===== src/hw/rtl/assert_macros.svh =====
// Assertion helpers for the price level book
`ifndef ASSERT_MACROS_SVH
`define ASSERT_MACROS_SVH

// property holds every cycle outside reset
`define ASSERT_ALWAYS(label, clk, rst_n, prop, msg) \
    label: assert property (@(posedge clk) disable iff (!rst_n) (prop)) else $error(msg);

// antecedent implies consequent next cycle
`define ASSERT_NEXT(label, clk, rst_n, ante, cons, msg) \
    label: assert property (@(posedge clk) disable iff (!rst_n) (ante) |=> (cons)) \
        else $error(msg);

`endif


===== src/hw/rtl/plob_pkg.sv =====
`default_nettype none
package plob_pkg;

    localparam int unsigned LevelsDefault = 64;
    localparam int unsigned CmdFifoDepth  = 2;

    typedef enum logic [1:0] {
        REQ_ADD     = 2'd0,
        REQ_DELETE  = 2'd1,
        REQ_CANCEL  = 2'd2,
        REQ_REPLACE = 2'd3
    } t_req;

    typedef enum logic [1:0] {
        ST_OK        = 2'd0,
        ST_NOT_FOUND = 2'd1,
        ST_FULL      = 2'd2
    } t_status;

    // classified command handed from front to back
    typedef struct packed {
        logic        do_del;     // remove order_qty from old level
        logic        do_sub;     // partial cancel subtract
        logic        do_add;     // add new level / merge
        logic        del_side;
        logic [31:0] del_price;
        logic [31:0] del_qty;    // order_qty, or cancel_qty for partial
        logic        add_side;
        logic [31:0] add_price;
        logic [31:0] add_qty;
        logic [31:0] order_qty;
        logic [31:0] rem_ok;     // remaining qty if all goes well
        logic        is_replace;
    } t_cmd;

    // result handed back to the output stage
    typedef struct packed {
        logic [1:0]  status;
        logic [31:0] bid_price;
        logic [31:0] bid_qty;
        logic [31:0] ask_price;
        logic [31:0] ask_qty;
        logic [31:0] rem;
    } t_res;

endpackage
`default_nettype wire


===== src/hw/rtl/plob_front.sv =====
`default_nettype none
// Accepts requests and turns them into delete/subtract/add commands, queued for the back end
module plob_front (
    input  wire logic           i_clk,
    input  wire logic           i_rst_n,
    input  wire logic           i_push,
    output logic                o_full,
    input  wire logic [1:0]     i_req_type,
    input  wire logic           i_side,
    input  wire logic [31:0]    i_price,
    input  wire logic [31:0]    i_order_qty,
    input  wire logic [31:0]    i_cancel_qty,
    input  wire logic           i_new_side,
    input  wire logic [31:0]    i_new_price,
    input  wire logic [31:0]    i_new_qty,
    output logic                o_cmd_valid,
    output plob_pkg::t_cmd      o_cmd,
    input  wire logic           i_cmd_take
);
    plob_pkg::t_cmd r_q [plob_pkg::CmdFifoDepth];
    logic           r_wp, r_rp;
    logic [1:0]     r_cnt;
    plob_pkg::t_cmd n_cmd;
    logic           w_wr, w_rd;

    // classify
    always_comb begin
        n_cmd = '0;
        n_cmd.del_side   = i_side;
        n_cmd.del_price  = i_price;
        n_cmd.del_qty    = i_order_qty;
        n_cmd.add_side   = i_side;
        n_cmd.add_price  = i_price;
        n_cmd.add_qty    = i_order_qty;
        n_cmd.order_qty  = i_order_qty;
        case (plob_pkg::t_req'(i_req_type))
            plob_pkg::REQ_ADD: begin
                n_cmd.do_add = 1'b1;
                n_cmd.rem_ok = i_order_qty;
            end
            plob_pkg::REQ_DELETE: begin
                n_cmd.do_del = 1'b1;
            end
            plob_pkg::REQ_CANCEL: begin
                if (i_cancel_qty >= i_order_qty) begin
                    n_cmd.do_del = 1'b1;
                end else begin
                    n_cmd.do_sub  = 1'b1;
                    n_cmd.del_qty = i_cancel_qty;
                    n_cmd.rem_ok  = i_order_qty - i_cancel_qty;
                end
            end
            plob_pkg::REQ_REPLACE: begin
                n_cmd.do_del     = 1'b1;
                n_cmd.do_add     = 1'b1;
                n_cmd.is_replace = 1'b1;
                n_cmd.add_side   = i_new_side;
                n_cmd.add_price  = i_new_price;
                n_cmd.add_qty    = i_new_qty;
                n_cmd.rem_ok     = i_new_qty;
            end
            default: n_cmd.do_add = 1'b0;
        endcase
    end

    assign o_full      = (r_cnt == 2'(plob_pkg::CmdFifoDepth));
    assign o_cmd_valid = (r_cnt != 2'd0);
    assign o_cmd       = r_q[r_rp];
    assign w_wr        = i_push && !o_full;
    assign w_rd        = i_cmd_take && o_cmd_valid;

    // command queue
    always_ff @(posedge i_clk) begin
        if (w_wr) begin
            r_q[r_wp] <= n_cmd;
        end
        if (!i_rst_n) begin
            r_wp  <= 1'b0;
            r_rp  <= 1'b0;
            r_cnt <= 2'd0;
        end else begin
            if (w_wr) r_wp <= ~r_wp;
            if (w_rd) r_rp <= ~r_rp;
            r_cnt <= r_cnt + 2'(w_wr) - 2'(w_rd);
        end
    end
endmodule
`default_nettype wire


===== config.mk =====
export PLATFORM = sky130hd
export DESIGN_NAME = plob_front
export DESIGN_NICKNAME = d
export VERILOG_FILES = /design/src/hw/rtl/assert_macros.svh /design/src/hw/rtl/plob_pkg.sv /design/src/hw/rtl/plob_front.sv
export SDC_FILE = /design/constraint.sdc
export NUM_CORES = 1
export LEC_CHECK = 0
export BUFFER_PORTS_ARGS = -buffer_cell sky130_fd_sc_hd__buf_2
export CAP_MARGIN = 0
export CORE_MARGIN = 2
export CORE_UTILIZATION = 45
export DETAILED_ROUTE_END_ITERATION = 10
export GPL_TIMING_DRIVEN = 0
export PLACE_DENSITY = 0.68
export SLEW_MARGIN = 10
export SYNTH_ARGS = -nofsm -noshare
export SYNTH_HDL_FRONTEND = slang
export SYNTH_SLANG_ARGS = --single-unit

===== constraint.sdc =====
create_clock -name i_clk -period 17.4 [get_ports i_clk]
set_clock_uncertainty 0.15 [all_clocks]
set_input_delay 3.48 -clock i_clk [delete_from_list [all_inputs] [get_ports i_clk]]
set_output_delay 3.48 -clock i_clk [all_outputs]
set_load 0.02 [all_outputs]

==> results of run 1 <==
layer usage:
metal / part of all wire [%] / wire [um] / track usage [%]
met5: 0.070 / 34 / 0
met1: 41 / 20100 / 28.4
met3: 7.7 / 3750 / 5.12
met2: 49 / 23700 / 38.7
met4: 2.4 / 1180 / 7.40
where the power goes:
group / leakage, nW / internal [mW] / total [mW] / switching, mW
Sequential: 3.76 / 1.21 / 1.23 / 0.0241
Clock: 0.644 / 0.500 / 0.864 / 0.364
Combinational: 3.99 / 0.334 / 0.884 / 0.549
through the flow:
stage / worst slack, ns / utilization [%] / cells / hold slack, ns / instance area, sq um
final: 10.44 / 55.9 / 2170 / 0.400 / 22300
after floorplan: 4.69 / - / 1185 / 0.354 / 18300
after global placement: -0.598 / 52.0 / 2077 / 0.372 / 20800
after detailed placement: 10.63 / 52.6 / 2087 / 0.385 / 21000
after global routing: 10.21 / 55.9 / 2169 / 0.429 / 22300
after CTS: 10.26 / 55.9 / 2164 / 0.401 / 22300
synthesized netlist by cell type (5+ instances only):
master    count  area [sq um]
nand3_1      11          55.1
a21o_1        6          45.0
nand2_1      53           199
mux2_2      255          2870
clkbuf_1     41           154
a222oi_1     20           200
nor2_1       42           158
and3_1        5          31.3
o21a_1       13          97.6
dfxtp_1       5           100
o21ai_1      12          60.1
nor3_1        7          35.0
a31oi_1      11          68.8
xor2_1        7          61.3
o21ai_0      29           145
ha_1         39           488
and2_1        7          43.8
o22ai_1       6          37.5
inv_1        56           210
a21oi_1      35           175
xnor2_1      17           149
mux2_1       24           270
edfxtp_1    396         11900
buf_2         6          30.0
nand4_1       8          50.1
state kept, by name (all words and copies together) (netlist names), named ones only:
| register | flops |
|---|---|
| r_q | 396 |
| r_cnt | 2 |
| r_rp | 1 |
| r_wp | 1 |
area by class of cell:
class / count / share of cell area, %
repair buffers: 377 / 9.22
inverters: 56 / 0.941
plain buffers: 56 / 1.15
clock inverters: 24 / 0.947
diodes: 6 / 0.0672
multi-input cells: 672 / 26.0
flip-flops and latches: 401 / 53.7
clock buffers: 53 / 4.99
well taps: 525 / 2.94
cells by family (layout without fill, tap and decap cells):
family | after synthesis | in the layout | synth area share (%)
compound gates | 167 | 167 | 6.26
xor+xnor | 24 | 24 | 1.15
fa+ha+maj | 40 | 40 | 2.78
buf+inv | 112 | 566 | 2.56
flops | 401 | 401 | 65.7
mux | 279 | 279 | 17.2
other cells | 0 | 6 | 0
simple gates | 162 | 162 | 4.36
final timing paths:
kind / to / cells after the start / from / slack, ns
max: o_cmd[96] / 5 / flop / 10.44
min reg2reg: r_rp$_SDFFE_PN0P_ / 2 / r_rp$_SDFFE_PN0P_ / 0.40
min: r_rp$_SDFFE_PN0P_ / 2 / r_rp$_SDFFE_PN0P_ / 0.40
max reg2reg: r_q[0][147]$_DFFE_PP_ / 6 / r_cnt[0]$_SDFF_PN0_ / 14.90
critical path: cells and delay by family, from the launching register on:
family | cells | cell delay (ns)
mux | 1 | 0.41
buf+inv | 4 | 2.02
flops | 1 | 0.30
==> key figures, run 1 <==
Drt
  • Via Count: 11,900
  • Drc violations: 0
  • Vias per cell: 5.50
  • WL/cell: 22.5 um
  • Total wire length: 48.8 mm
  • Drt first-iter violations: 676
  • Antenna-violating nets left: 0
  • DRT Pass-1 Iters: 7

STA
  • Slew HR: 31.3%
  • Slew Limit Fails: 0
  • Minimum clock period: 6.96 ns
  • RSZ-0062 raised after global routing: false
  • Fin Setup TNS: 0 ns
  • F_max: 0.144 GHz
  • Slew @ Worst Pin: 1.03 ns
  • Final setup viols: 0
  • Crit share post-route: 40.0%
  • Final hold violation count: 0

Clocking
  • Clock Pin Slew Worst Setup and Hold Paths: 0.06 ns
  • Clk sinks: 401
  • CTS tree: built
  • # resized after CTS: 0
  • Clk buf depth: 3
  • Worst skew pair latency: 0.56 ns
  • TritonCTS Buffers: 43
  • H-tree Lvls: 2
  • Post-CTS setup buffer count: 0
  • Clk root buf: clkbuf_16
  • CTS Hold Buffers Added: 0

Final layout
  • Area of the multi-input gates: 0.00581 sq mm
  • # nets final: 1,815
  • Fillers: 3,310
  • Most frequent cells in the layout: 396 x edfxtp_1, 373 x buf_2, 255 x mux2_2
  • Area delta synth->final: 22.3%
  • Layout cell share with drive strength beyond 1: 44.1%
  • Most common cell after layout, fill and taps aside: edfxtp_1
  • Storage cell area: 0.0120 sq mm

Setup path
  • Critical Path Source Type: flop
  • Crit-path cells: clkbuf_1 > clkbuf_1 > clkbuf_1 > mux2_2 > buf_2
  • Crit path kind: flop to primary output
  • Worst path most repeated cell: clkbuf_1
  • CP Capture Type: primary output
  • Crit path DAT: 3.33 ns
  • CP required: 13.77 ns
  • CP max FO: 10
  • Worst path max stage delay: 0.74 ns
  • Slowest stage cell, crit path: clkbuf_1

Floorplanning
  • Core box area: 0.0399 sq mm
  • IO Count: 368
  • Std cell rows: 73
  • Die area: 0.0422 sq mm
  • Initial Utilization: 45.7%
  • Chip width: 205 um
  • Die height: 205 um

Synth
  • Seq/Total Area, Yosys: 65.7%
  • Mapped Cells: 1,185
  • Syn Area/Cell: 15.4 sq um
  • Seq cells post-synth: 401
  • EDFF count, synth: 396
  • Syn. warnings: 0
  • Synth unique cells: 62
  • Most used DFF post-synth: edfxtp_1
  • Cell area after synthesis: 0.0183 sq mm
  • Net Count, Synth: 1,393
  • Fraction of registers with async set/reset: 0%

Global routing
  • Vias in the first global route: 11,900
  • Largest net degree at the start of global routing: 59
  • Total GRT Usage: 22.6%
  • First-pass GRT wire length: 70.8 mm
  • GR Overflow Total: 0
  • Initial antenna violation count: 9

Placement
  • Dpl hpwl: 35.7 mm
  • Port Buffer Count: 367
  • Routability cong.: 0.839

Outcome
  • Status: finished, final reports clean

Min path
  • Hold/Removal Path Class: flop to flop

Job
  • Max cap viols: 0

Power
  • Worst IR Drop VDD: 0.0745 mV
  • Total Power: 2.98 mW
  • PwrDens: 133 mW/mm^2
  • Static leakage: 8.40 nW
No activity file was read; power rests on OpenSTA's default activity.
==> inputs of run 2 (changes only) <==
--- a/config.mk
+++ b/config.mk
@@ -5,6 +5,7 @@
 export SDC_FILE = /design/constraint.sdc
 export NUM_CORES = 1
 export LEC_CHECK = 0
+export ABC_AREA = 1
 export BUFFER_PORTS_ARGS = -buffer_cell sky130_fd_sc_hd__buf_2
 export CAP_MARGIN = 0
 export CORE_MARGIN = 2
==> constraint.sdc (replaced) <==
create_clock -name i_clk -period 6.59 [get_ports i_clk]
set_clock_uncertainty 0.15 [all_clocks]
set_input_delay 1.318 -clock i_clk [delete_from_list [all_inputs] [get_ports i_clk]]
set_output_delay 1.318 -clock i_clk [all_outputs]
set_load 0.02 [all_outputs]
==> run 2 against run 1 <==
Against the previous run: utilization shrank 0.44 points; global-route usage grew 0.76 points; synthesized cell count grew 40%; register-to-register slack lost 11 ns; largest power group unchanged.
==> key figures, run 2 <==
Global routing
  • Total GRT Usage: 23.4% (+0.76 points)
  • First-pass GRT wire length: 77.3 mm (+9.2%)
  • GR Overflow Total: 0 (unchanged)
  • Initial antenna violation count: 6 (-3)
  • Largest net degree at the start of global routing: 29 (-51%)
  • Vias in the first global route: 13,600 (+13%)

Synth
  • Seq/Total Area, Yosys: 62.9% (-2.8 points)
  • Most common cell in the netlist: nand2_1
  • Synth unique cells: 33 (-47%)
  • Fraction of registers with async set/reset: 0% (unchanged)
  • Cell taking the most area after synthesis: edfxtp_1
  • Mapped Cells: 1,661 (+40%)
  • Syn Area/Cell: 11.5 sq um (-26%)
  • Top cells by area, synth: edfxtp_1 62%, mux2_2 12%, nand2_1 8.6%
  • Syn. warnings: 0 (unchanged)
  • Seq cells post-synth: 401 (unchanged)
  • EDFF count, synth: 396 (unchanged)
  • Synth top area share: 62.4% (-2.7 points)
  • Most used DFF post-synth: edfxtp_1
  • Net Count, Synth: 1,869 (+34%)
  • Cell area after synthesis: 0.0191 sq mm (+4.4%)
  • Post-synth top cells: 437 x nand2_1, 396 x edfxtp_1, 231 x inv_1

Final layout
  • Layout cell share with drive strength beyond 1: 32.2% (-12 points)
  • Most common cell after layout, fill and taps aside: nand2_1
  • Largest register by flop count: r_q
  • Largest registers: r_q x396, r_cnt x2
  • Area delta synth->final: 21.8%
  • Post-route insts no fill: 2,661 (+23%)
  • # nets final: 2,297 (+27%)
  • Largest register FFs: 396 (unchanged)
  • Most frequent cells in the layout: 437 x nand2_1, 396 x edfxtp_1, 382 x buf_2
  • Fillers: 3,573 (+7.9%)

Floorplanning
  • Std cell rows: 75 (+2.7%)
  • Core box area: 0.0419 sq mm (+4.9%)
  • IO Count: 368 (unchanged)
  • Die height: 210 um (+2.1%)
  • Die area: 0.0440 sq mm (+4.3%)
  • Initial Utilization: 45.5% (-0.20 points)
  • Chip width: 210 um (+2.1%)

STA
  • Slew @ Worst Pin: 0.923 ns (-0.109 ns)
  • Slew Limit Fails: 0 (unchanged)
  • PnR worst setup slack: 1.93 ns (-8.50 ns)
  • RSZ-0062 raised after global routing: false
  • Slew HR: 37.8% (+6.6 points)
  • Final hold violation count: 0 (unchanged)
  • Final setup viols: 0 (unchanged)
  • F_max: 0.215 GHz
  • Crit share post-route: 70.7%
  • Fin Setup TNS: 0 ns (unchanged)
  • Minimum clock period: 4.66 ns
  • Min Hold Slack: 0.308 ns (-0.0928 ns)

Setup path
  • Slowest stage cell, crit path: clkbuf_1
  • Worst r2r path cells: 5 (-1)
  • Crit-path cells: clkbuf_1 > clkbuf_1 > buf_2 > mux2_2 > buf_2
  • Critical Path Source Type: flop
  • Crit path kind: flop to primary output
  • Critical path depth: 5 (unchanged)
  • CP max FO: 10 (unchanged)
  • Crit path DAT: 3.19 ns (-0.14 ns)
  • WP buf/inv: 4 (unchanged)
  • CP required: 5.12 ns (-8.65 ns)
  • CP Capture Type: primary output
  • Worst path max stage delay: 0.75 ns (about the same)
  • Crit path max-delay family: buffers and inverters
  • Worst r2r src: r_cnt[0]$_SDFF_PN0_

Power
  • Internal: 5.43 mW (+170%)
  • PwrDens: 348 mW/mm^2 (+160%)
  • Worst IR Drop VDD: 0.287 mV (+280%)
  • Sequential share of power: 41.5% (about the same)
  • Combinational cell fraction of total power: 30.9% (+1.2 points)
  • Sw Ratio: 32.7% (+1.3 points)
  • Static leakage: 9.98 nW (+19%)
  • Clock power share: 27.5% (-1.5 points)
  • Sw power: 2.65 mW (+180%)

Clocking
  • Clk sinks: 401 (unchanged)
  • Post-CTS setup buffer count: 0 (unchanged)
  • CTS Hold Buffers Added: 0 (unchanged)
  • Clk buf depth: 3 (unchanged)
  • CTS tree: built
  • Clock Pin Slew Worst Setup and Hold Paths: 0.06 ns (about the same)
  • TritonCTS Buffers: 43 (unchanged)
  • H-tree Lvls: 2 (unchanged)
  • Worst skew pair latency: 0.58 ns (+0.02 ns)
  • Clk root buf: clkbuf_16
  • # resized after CTS: 0 (unchanged)

Drt
  • WL/cell: 19.7 um (-12%)
  • DRT Pass-1 Iters: 5 (-2)
  • Via Count: 13,500 (+13%)
  • Vias per cell: 5.06 (-7.9%)
  • Drt first-iter violations: 761 (+13%)
  • Antenna-violating nets left: 0 (unchanged)
  • Drc violations: 0 (unchanged)
  • Total wire length: 52.4 mm (+7.3%)

Placement
  • Port Buffer Count: 367 (unchanged)
  • Dpl hpwl: 39.1 mm (+9.3%)
  • Cell Count Post-Placement: 2,583 (+24%)
  • Routability cong.: 0.940 (+12%)
  • Pre-CTS setup slack: 2.34 ns (-8.29 ns)

Min path
  • Hold path depth: 1 (-1)
  • Hold/Removal Path Class: flop to flop
  • Hold Startpoint: r_rp$_SDFFE_PN0P_

Outcome
  • Status: finished, final reports clean

Job
  • Max cap viols: 0 (unchanged)
[run 2: changes by cell type after synthesis, sizes merged, moves of 9 or more]
cell    delta
a31oi     -11
a21oi     +12
xnor2     -15
clkbuf    -10
inv      +176
nand2    +394
mux2      -81
nor2      +32
a222oi    -20
o21ai     +59
xor2       +9
nand3     +16
o21a      -13
[run 2: layer usage]
layer	part of all wire, %	up-vias	global-route usage [%]	wire (um)
met3	6.7	95	4.52	3500
met2	49	463	40.5	25500
met5	0.12	-	0	64
met1	42	6423	29.4	22000
li1	-	6480	-	-
met4	2.6	10	7.80	1370
[run 2: kinds of logic after synthesis]
logic type	after synthesis	synth area share (%)
fa+ha+maj	40	2.66
mux	198	11.7
buf+inv	284	5.79
flops	401	62.9
xor+xnor	18	0.827
simple gates	570	12.0
compound gates	150	4.10
[run 2: final timing paths]
kind	slack (ns)	end
max reg2reg	4.06	r_q[0][53]$_DFFE_PP_
max	1.93	o_cmd[81]
min	0.31	r_rp$_SDFFE_PN0P_
min reg2reg	0.31	r_rp$_SDFFE_PN0P_
[run 2: power groups by stage]
stage / sequential [mW] / combinational (mW) / clock (mW)
after floorplan: 3.46 / 1.57 / 0
after detailed placement: 3.41 / 2.51 / 0
after global placement: 3.52 / 2.38 / 0
after global routing: 3.39 / 2.68 / 2.35
after CTS: 3.36 / 2.53 / 2.27
final: 3.36 / 2.50 / 2.23
[run 2: through the flow]
step	utilization, %	cell area (sq um)	total power, mW
2_1_floorplan	-	19100	5.03
4_1_cts	55.5	23200	8.15
6_report	55.5	23200	8.08
5_1_grt	55.5	23200	8.41
3_5_place_dp	52.4	21900	5.92
3_3_place_gp	51.6	21600	5.91
[run 2: layout make-up]
cell class	count	area (sq um)	area share [%]
antenna	3	7.51	0.0323
buffer	52	233	1.00
clock buffer	53	1110	4.79
clock inverter	22	159	0.684
inverter	232	871	3.75
multi-input combinational	976	5980	25.8
sequential	401	12000	51.6
tap	539	674	2.90
timing repair buffer	383	2190	9.45
==> inputs of run 3 (changes only) <==
--- a/config.mk
+++ b/config.mk
@@ -12,7 +12,7 @@
 export CORE_UTILIZATION = 45
 export DETAILED_ROUTE_END_ITERATION = 10
 export GPL_TIMING_DRIVEN = 0
-export PLACE_DENSITY = 0.68
+export PLACE_DENSITY = 0.71
 export SLEW_MARGIN = 10
 export SYNTH_ARGS = -nofsm -noshare
 export SYNTH_HDL_FRONTEND = slang
==> constraint.sdc (replaced) <==
create_clock -name i_clk -period 4.25 [get_ports i_clk]
set_clock_uncertainty 0.15 [all_clocks]
set_input_delay 0.85 -clock i_clk [delete_from_list [all_inputs] [get_ports i_clk]]
set_output_delay 0.85 -clock i_clk [all_outputs]
set_load 0.02 [all_outputs]
==> run 3 against run 2 <==
Against the previous run: combinational power is 55% higher; non-clock buffer count unchanged; first-iteration DRC count is 19% higher; critical path depth is the same; routed wire length grew 0.25%; global-route usage increased by 0.068 points; cell area is 0.17% higher; cell count decreased by 0.11%; sequential share of layout area fell by 0.086 points; critical endpoint is now o_cmd[114]; largest cell class unchanged; largest power group unchanged.
==> key figures, run 3 (synthesis gave the netlist of run 2 again) <==
Outcome
  • Status: finished, final reports clean

Floorplanning
  • Chip width: 210 um (unchanged)
  • Die area: 0.0440 sq mm (unchanged)
  • Initial Utilization: 45.5% (unchanged)
  • IO Count: 368 (unchanged)
  • Std cell rows: 75 (unchanged)
  • Core box area: 0.0419 sq mm (unchanged)
  • Die height: 210 um (unchanged)

Drt
  • WL/cell: 19.8 um (+0.37%)
  • Via Count: 13,500 (+0.48%)
  • Drc violations: 0 (unchanged)
  • Total wire length: 52.5 mm (+0.25%)
  • DRT Pass-1 Iters: 5 (unchanged)
  • Drt first-iter violations: 903 (+19%)
  • Antenna-violating nets left: 0 (unchanged)
  • Vias per cell: 5.09 (+0.60%)

Job
  • Max cap viols: 0 (unchanged)

STA
  • F_max: 0.252 GHz
  • RSZ-0062 raised after global routing: false
  • Slew HR: 35.1% (-2.7 points)
  • Crit share post-route: 93.3%
  • Slew @ Worst Pin: 0.973 ns (+0.0503 ns)
  • Min Hold Slack: 0.323 ns (+0.0149 ns)
  • Final setup viols: 0 (unchanged)
  • Minimum clock period: 3.96 ns
  • Slew Limit Fails: 0 (unchanged)
  • Final hold violation count: 0 (unchanged)

Clocking
  • # resized after CTS: 0 (unchanged)
  • Clk sinks: 401 (unchanged)
  • H-tree Lvls: 2 (unchanged)
  • TritonCTS Buffers: 42 (-2.3%)
  • Post-CTS setup buffer count: 0 (unchanged)
  • CTS tree: built
  • Worst skew pair latency: 0.57 ns (about the same)
  • CTS Hold Buffers Added: 0 (unchanged)
  • Clock Pin Slew Worst Setup and Hold Paths: 0.06 ns (about the same)
  • Clk root buf: clkbuf_16
  • Clk buf depth: 3 (unchanged)

Global routing
  • Total GRT Usage: 23.4% (+0.068 points)
  • First-pass GRT wire length: 77.6 mm (+0.28%)
  • Largest net degree at the start of global routing: 31 (+6.9%)
  • GR Overflow Total: 0 (unchanged)
  • Vias in the first global route: 13,600 (+0.47%)
  • Initial antenna violation count: 7 (+1)

Min path
  • Hold/Removal Path Class: flop to flop
  • Hold Startpoint: r_rp$_SDFFE_PN0P_

Setup path
  • R2R Setup Slk: 1.87 ns (-2.19 ns)
  • Crit-path cells: clkbuf_1 > clkbuf_1 > buf_2 > mux2_2 > buf_2
  • Crit path kind: flop to primary output
  • CP required: 3.25 ns (-1.87 ns)
  • Worst path max stage delay: 0.63 ns (-0.12 ns)
  • CP Capture Type: primary output
  • Critical Path Source Type: flop
  • Crit path max-delay family: buffers and inverters
  • WP buf/inv: 4 (unchanged)
  • Slowest stage cell, crit path: clkbuf_1
  • Crit path DAT: 2.96 ns (-0.23 ns)
  • CP max FO: 10 (unchanged)
  • Worst r2r src: r_cnt[1]$_SDFF_PN0_

Final layout
  • Largest register by flop count: r_q
  • Most common cell after layout, fill and taps aside: nand2_1
  • Area delta synth->final: 22.0%
  • Largest registers: r_q x396, r_cnt x2
  • Layout Utilization: 55.6% (+0.093 points)
  • Largest register FFs: 396 (unchanged)
  • # nets final: 2,296 (-0.044%)
  • Most frequent cells in the layout: 437 x nand2_1, 396 x edfxtp_1, 382 x buf_2
  • Layout cell share with drive strength beyond 1: 32.3% (+0.078 points)

Power
  • Sw Ratio: 32.3% (-0.48 points)
  • PwrDens: 543 mW/mm^2 (+56%)
  • Worst IR Drop VDD: 0.356 mV (+24%)
  • Internal: 8.56 mW (+58%)
  • Sw power: 4.08 mW (+54%)
  • Static leakage: 10.0 nW (+0.24%)
  • Combinational cell fraction of total power: 30.7% (-0.2 points)
  • Sequential share of power: 41.2% (-0.3 points)
  • Clock power share: 28.1% (+0.6 points)

Placement
  • Routability cong.: 0.928 (-1.3%)
  • Port Buffer Count: 367 (unchanged)
  • Dpl hpwl: 39.2 mm (+0.31%)
==> run 3: changes by cell type in the layout (fill, tap and decap cells not counted), moves of 2 or more <==
cell / delta
clkinv_2: +2
clkbuf_1: -2
bufinv_16: +3
inv_6: -2
==> run 3: layout make-up <==
cell class                 count  area [sq um]
fill                        3611         18600
clock inverter                23           229
clock buffer                  50          1080
tap                          539           674
antenna                        2          5.00
timing repair buffer         383          2190
multi-input combinational    976          5990
sequential                   401         12000
inverter                     232           871
buffer                        52           233
==> run 3: path summary, 6_finish.rpt <==
kind / cells past startpoint / to
setup / recovery: 5 / o_cmd[114]
hold / removal: 1 / flop
setup reg to reg: 6 / r_q[0][148]$_DFFE_PP_
hold reg to reg: 1 / flop
==> run 3: layer usage <==
metal / track usage (%) / vias up / share of wire, %
li1: - / 6474 / -
met4: 8.54 / 8 / 2.9
met3: 4.43 / 96 / 6.5
met1: 29.7 / 6466 / 42
met2: 40.1 / 492 / 49
met5: 0 / - / 0.099
==> run 3: power by group through the flow <==
stage                     clock (mW)  sequential [mW]  combinational (mW)
after floorplan                    0             5.31                2.44
final                           3.55             5.21                3.87
after global routing            3.74             5.26                4.14
after global placement             0             5.37                3.68
after detailed placement           0             5.30                3.89
after CTS                       3.63             5.21                3.91
==> run 3: per-stage QoR <==
step	total power [mW]	TNS (ns)	cell area, sq um	instances	setup WS (ns)
final	12.6	0	23300	2658	0.287
after floorplan	7.75	-72.47	19100	1661	-0.192
after global routing	13.1	0	23300	2657	0.126
after CTS	12.8	0	23300	2656	0.158
after detailed placement	9.18	0	21900	2583	0.440
after global placement	9.05	-803.53	21600	2567	-2.06
